`config.mk`:
```
export PLATFORM = sky130hd
export DESIGN_NAME = hmpc_sort
export DESIGN_NICKNAME = d
export VERILOG_FILES = /design/src/hw/rtl/hmpc_pkg.sv /design/src/hw/rtl/hmpc_sort.sv
export SDC_FILE = /design/constraint.sdc
export NUM_CORES = 2
export LEC_CHECK = 0
export BUFFER_PORTS_ARGS = -buffer_cell sky130_fd_sc_hd__buf_2
export CORE_MARGIN = 2
export CORE_UTILIZATION = 50
export DETAILED_ROUTE_END_ITERATION = 16
export PLACE_DENSITY = 0.71
export SETUP_SLACK_MARGIN = 0.15
export SYNTH_ARGS = -nofsm -noshare
export SYNTH_HDL_FRONTEND = slang
export SYNTH_SLANG_ARGS = --single-unit
```
`constraint.sdc`:
```
create_clock -name clk_i -period 8.65 [get_ports clk_i]
set_input_delay 1.2975 -clock clk_i [delete_from_list [all_inputs] [get_ports clk_i]]
set_output_delay 1.2975 -clock clk_i [all_outputs]
set_load 0.05 [all_outputs]
```
`src/hw/rtl/hmpc_pkg.sv`:
```
// Shared types, constants and arithmetic helpers for the Holm middle p-value combiner.
package hmpc_pkg;

  localparam int unsigned NumContrastsDef = 8;
  localparam int unsigned FracBitsDef     = 24;
  localparam int unsigned ValW            = 32;
  localparam int unsigned FracW           = 17;
  localparam int unsigned CntW            = 5;
  localparam int unsigned IdxW            = 4;
  localparam int unsigned LnMax           = 16;
  localparam logic [FracW-1:0] FracReset  = 17'd32768;

  typedef enum logic {
    CfgLogMode        = 1'b0,
    CfgMiddleFraction = 1'b1
  } cfg_idx_e;

  // control group traveling alongside each request
  typedef struct packed {
    logic             log_mode;
    logic [FracW-1:0] frac;
    logic [CntW-1:0]  cnt;
    logic [IdxW-1:0]  jump;
  } side_t;

  // ln(n) * 2^32, rounded
  localparam logic [34:0] LnQ32 [LnMax+1] = '{
    35'd0,           35'd0,           35'd2977044472,  35'd4718503851,
    35'd5954088944,  35'd6912483199,  35'd7695548323,  35'd8357620451,
    35'd8931133415,  35'd9437007702,  35'd9889527671,  35'd10298881776,
    35'd10672592794, 35'd11016373606, 35'd11334664923, 35'd11630987050,
    35'd11908177887
  };

  // ascending order key; missing entries sort last
  function automatic logic [ValW:0] sort_key(input logic miss, input logic [ValW-1:0] v);
    return {miss, ~v[ValW-1], v[ValW-2:0]};
  endfunction

  // ln(n) rounded half-up to the value format, sh = 32 - fraction bits
  function automatic logic [33:0] ln_fixed(input logic [CntW-1:0] n, input int unsigned sh);
    logic [CntW-1:0] nn;
    logic [35:0]     t;
    nn = (n > CntW'(LnMax)) ? CntW'(LnMax) : n;
    t  = 36'(LnQ32[nn]) + (36'd1 << (sh - 1));
    return 34'(t >> sh);
  endfunction

  function automatic logic signed [ValW-1:0] sat_val(input logic signed [37:0] x);
    if (x > 38'sh0_7FFF_FFFF) begin
      return 32'sh7FFF_FFFF;
    end else if (x < -38'sh0_8000_0000) begin
      return 32'sh8000_0000;
    end
    return x[ValW-1:0];
  endfunction

endpackage

```
`src/hw/rtl/hmpc_sort.sv`:
```
// Input register and odd-even transposition sorting network, one round per stage.
module hmpc_sort #(
  parameter int unsigned NumContrasts = 8
) (
  input  logic                      clk_i,
  input  logic [NumContrasts:0]     en_i,
  input  logic signed [31:0]        p_value_i [NumContrasts],
  input  logic [NumContrasts-1:0]   missing_i,
  input  hmpc_pkg::side_t           side_i,
  output logic signed [31:0]        val_o [NumContrasts],
  output hmpc_pkg::side_t           side_o
);
  import hmpc_pkg::*;

  logic signed [ValW-1:0]  val_q  [NumContrasts+1][NumContrasts];
  logic [NumContrasts-1:0] miss_q [NumContrasts+1];
  side_t                   side_q [NumContrasts+1];

  always_ff @(posedge clk_i) begin
    if (en_i[0]) begin
      val_q[0]  <= p_value_i;
      miss_q[0] <= missing_i;
      side_q[0] <= side_i;
    end
  end

  for (genvar r = 1; r <= NumContrasts; r++) begin : g_round
    logic signed [ValW-1:0]  val_d [NumContrasts];
    logic [NumContrasts-1:0] miss_d;

    always_comb begin
      val_d  = val_q[r-1];
      miss_d = miss_q[r-1];
      for (int j = ((r - 1) & 1); j + 1 < NumContrasts; j += 2) begin
        if (sort_key(miss_q[r-1][j], val_q[r-1][j]) >
            sort_key(miss_q[r-1][j+1], val_q[r-1][j+1])) begin
          val_d[j]    = val_q[r-1][j+1];
          val_d[j+1]  = val_q[r-1][j];
          miss_d[j]   = miss_q[r-1][j+1];
          miss_d[j+1] = miss_q[r-1][j];
        end
      end
    end

    always_ff @(posedge clk_i) begin
      if (en_i[r]) begin
        val_q[r]  <= val_d;
        miss_q[r] <= miss_d;
        side_q[r] <= side_q[r-1];
      end
    end
  end

  assign val_o  = val_q[NumContrasts];
  assign side_o = side_q[NumContrasts];

endmodule

```
==> results.yml <==
min_path:
  min_from: "side_q[0][32]$_DFFE_PP_"
  min_path_type: "flop to flop"
  whs_endpoint: "side_q[0][59]$_DFFE_PP_"
  hold_depth: 0
synth:
  synthArstFlopShare_pct: 0
  synth_cells: 9097
  yosys_register_bits: 2609
  ys_seq_area_share_pct: 60.9
  synth_xor_xnor_area_share_pct: 0
  ys_warn_count: 0
  synthAdderAreaFrac_pct: 8.99
  synth_area_um2: 129000
  synth_compound_area_share_pct: 6.65
  synth_edf_count: 2609
  avgSynthCellArea_um2: 14.1
  yosys.area_share.simple_pct: 5.46
  synth_top_family_by_area: "multiplexers"
  muxShareOfSynthArea_pct: 13.3
  syn_nets: 10300
  synth-main-ff-cell: "edfxtp_1"
  synth_cell_types: 69
drt:
  drcViolationCount: 0
  vias: 77900
  firstDrtPassIters: 6
  viasPerCell: 5.87
  routed_wl_um: 341000
  ant_nets: 0
  avgRoutedWirePerCell_um: 25.7
  drt_first_iter_violations: 7735
sta:
  post-route-period-util_pct: 52.7
  relSlewSlack_pct: 9.42
  fmax_ghz: 0.219
  rsz0062_at_grt: "no"
  worst_pin_slew_ns: 1.36
  hold_violations: 0
  drv_slew: 0
  fin_skew_ns: 0.0931
  finalSetupTns_ns: 0
  setup_viol: 0
  fin_crit_ns: 4.56
clock_tree:
  cts_resized: 0
  clkTransAtPathRegs_ns: 0.06
  cts_max_level: 5
  post_cts_buffers: 0
  cts_buffers: 295
  clk_latency_ns: 0.99
  cts_hold_buf: 0
  cts_tree: "yes"
  cts_sinks: 2609
  root_buffer: "clkbuf_16"
  cts_buffer_depth: 4
die:
  die-area_um2: 261000
  ios: 584
  die_w_um: 511
  dieHeight_um: 511
  rows: 186
  core_area_um2: 256000
  start_util_pct: 50.2
final_layout:
  fin_nets: 10900
  layout_commonest_cell: "edfxtp_1"
  seqCellArea_um2: 78300
  num-fill-cells: 20000
  layout_common_cells: "2609 x edfxtp_1, 1436 x mux2_2, 988 x inv_1"
  drive_gt1_share_pct: 26.0
  multi_input_area_um2: 44500
  area_growth_pct: 11.9
critical_path:
  r2r_slack_ns: 4.09
  rr_endpoint: "val_q[1][244]$_DFFE_PP_"
  crit_arrival_ns: 5.23
  crit_type: "flop to flop"
  startpoint_type: "flop"
  endpoint_kind: "flop"
  worstRegToRegCells: 9
  critPathLaunch: "val_q[0][228]$_DFFE_PP_"
  required_ns: 9.32
  critPathMaxFanout: 42
  reg2reg_from: "val_q[0][228]$_DFFE_PP_"
grt:
  grt_pass1_vias: 76400
  antenna_found_initial: 15
  grt_use_total_pct: 25.8
  gr-usage-met3_pct: 3.64
  grt_pass1_wl_um: 504000
  busiest_layer: "met2"
  gr-usage-met2_pct: 40.4
  grt_start_max_net_pins: 180
  grt.overflow.total: 0
  grt_util_met1_pct: 37.7
power_and_ir_drop:
  totalPowerFinal_uw: 47900
  cellPowerDensity_nw_per_um2: 333
  vdd_drop_max_mv: 0.236
  leakagePower_uw: 0.0567
placed_design:
  dp_hpwl_um: 253000
  place_congestion: 0.933
  portBuffers: 583
run_status:
  status: "finished clean"
flow_run:
  maxCapViolCount: 0
==> per-layer routing <==
layer  vias up  share of wire [%]  routed length (um)
li1      35800                  -                   -
met4        10                2.6                8730
met2      2920                 46              157000
met5         -              0.016                  55
met1     38700                 45              154000
met3       506                6.2               21200
==> metrics by stage <==
step           cells  setup WS, ns  utilization, %  cell area [um2]  hold slack [ns]
4_1_cts        13300          3.97            56.1           144000            0.376
3_3_place_gp   12800          4.17            52.5           134000            0.400
5_1_grt        13300          3.79            56.2           144000            0.385
3_5_place_dp   12800          4.05            52.5           134000            0.405
2_1_floorplan   9097          5.83               -           129000            0.400
6_report       13300          4.09            56.2           144000            0.378
==> registers in the layout, summed over array words and instances, names as in the netlist <==
signal and flops:
val_q 2304, side_q 243, miss_q 62
==> area by class of cell <==
type / instances / area share, %
sequential: 2609 / 54.5
multi-input combinational: 5123 / 30.9
clock buffer: 345 / 5.36
tap: 3384 / 2.94
inverter: 988 / 2.58
timing repair buffer: 652 / 2.54
clock inverter: 163 / 1.17
antenna: 3 / 0.00522
==> how the worst max path moves through the flow <==
stage	slack, ns	to
6_report	4.09	val_q[1][244]$_DFFE_PP_
5_1_grt	3.79	val_q[1][242]$_DFFE_PP_
4_1_cts	3.97	val_q[1][244]$_DFFE_PP_
3_5_place_dp	4.05	val_q[1][196]$_DFFE_PP_
3_3_place_gp	4.17	val_q[1][196]$_DFFE_PP_
2_1_floorplan	5.83	val_q[5][154]$_DFFE_PP_
==> Yosys cell counts (41+ instances only) <==
cell type / instances / area [um2]
mux2_2: 1436 / 16200
mux2_1: 73 / 822
buf_6: 48 / 541
a21oi_1: 340 / 1700
clkbuf_1: 147 / 552
buf_1: 41 / 154
and2_1: 70 / 438
a2bb2oi_1: 66 / 578
buf_2: 87 / 435
a31oi_1: 67 / 419
inv_1: 988 / 3710
nor3_1: 63 / 315
a21o_1: 56 / 420
o32ai_1: 64 / 561
o31ai_1: 67 / 503
nand2_1: 611 / 2290
edfxtp_1: 2609 / 78300
nor2_1: 123 / 462
a211oi_1: 103 / 773
nand4_1: 305 / 1910
o211ai_1: 137 / 1030
ha_1: 924 / 11600
o21ai_0: 137 / 686
nand3_1: 106 / 531
o22ai_1: 72 / 450
==> cell families (layout without fill, tap and decap cells) <==
family,Yosys count,after routing
simple gates,1429,1429
compound gates,1251,1251
buf+inv,1365,2148
fa+ha+maj,924,924
mux,1519,1519
flops,2609,2609
other cells,0,3
==> where the power goes <==
part | switching (uW) | internal [uW]
clock | 4980 | 7320
sequential | 2770 | 18000
combinational | 8830 | 6000
==> worst max-delay path, stage by stage (launching register included) <==
cell and delay (ns):
edfxtp_1 0.42, ha_1 0.33, a21oi_1 0.13, o21ai_0 0.10
a2111oi_0 0.92, buf_4 0.24, o21ai_1 0.12, o31ai_4 0.97
buf_4 0.61, mux2_2 0.40
No activity file was read; power rests on OpenSTA's default activity.
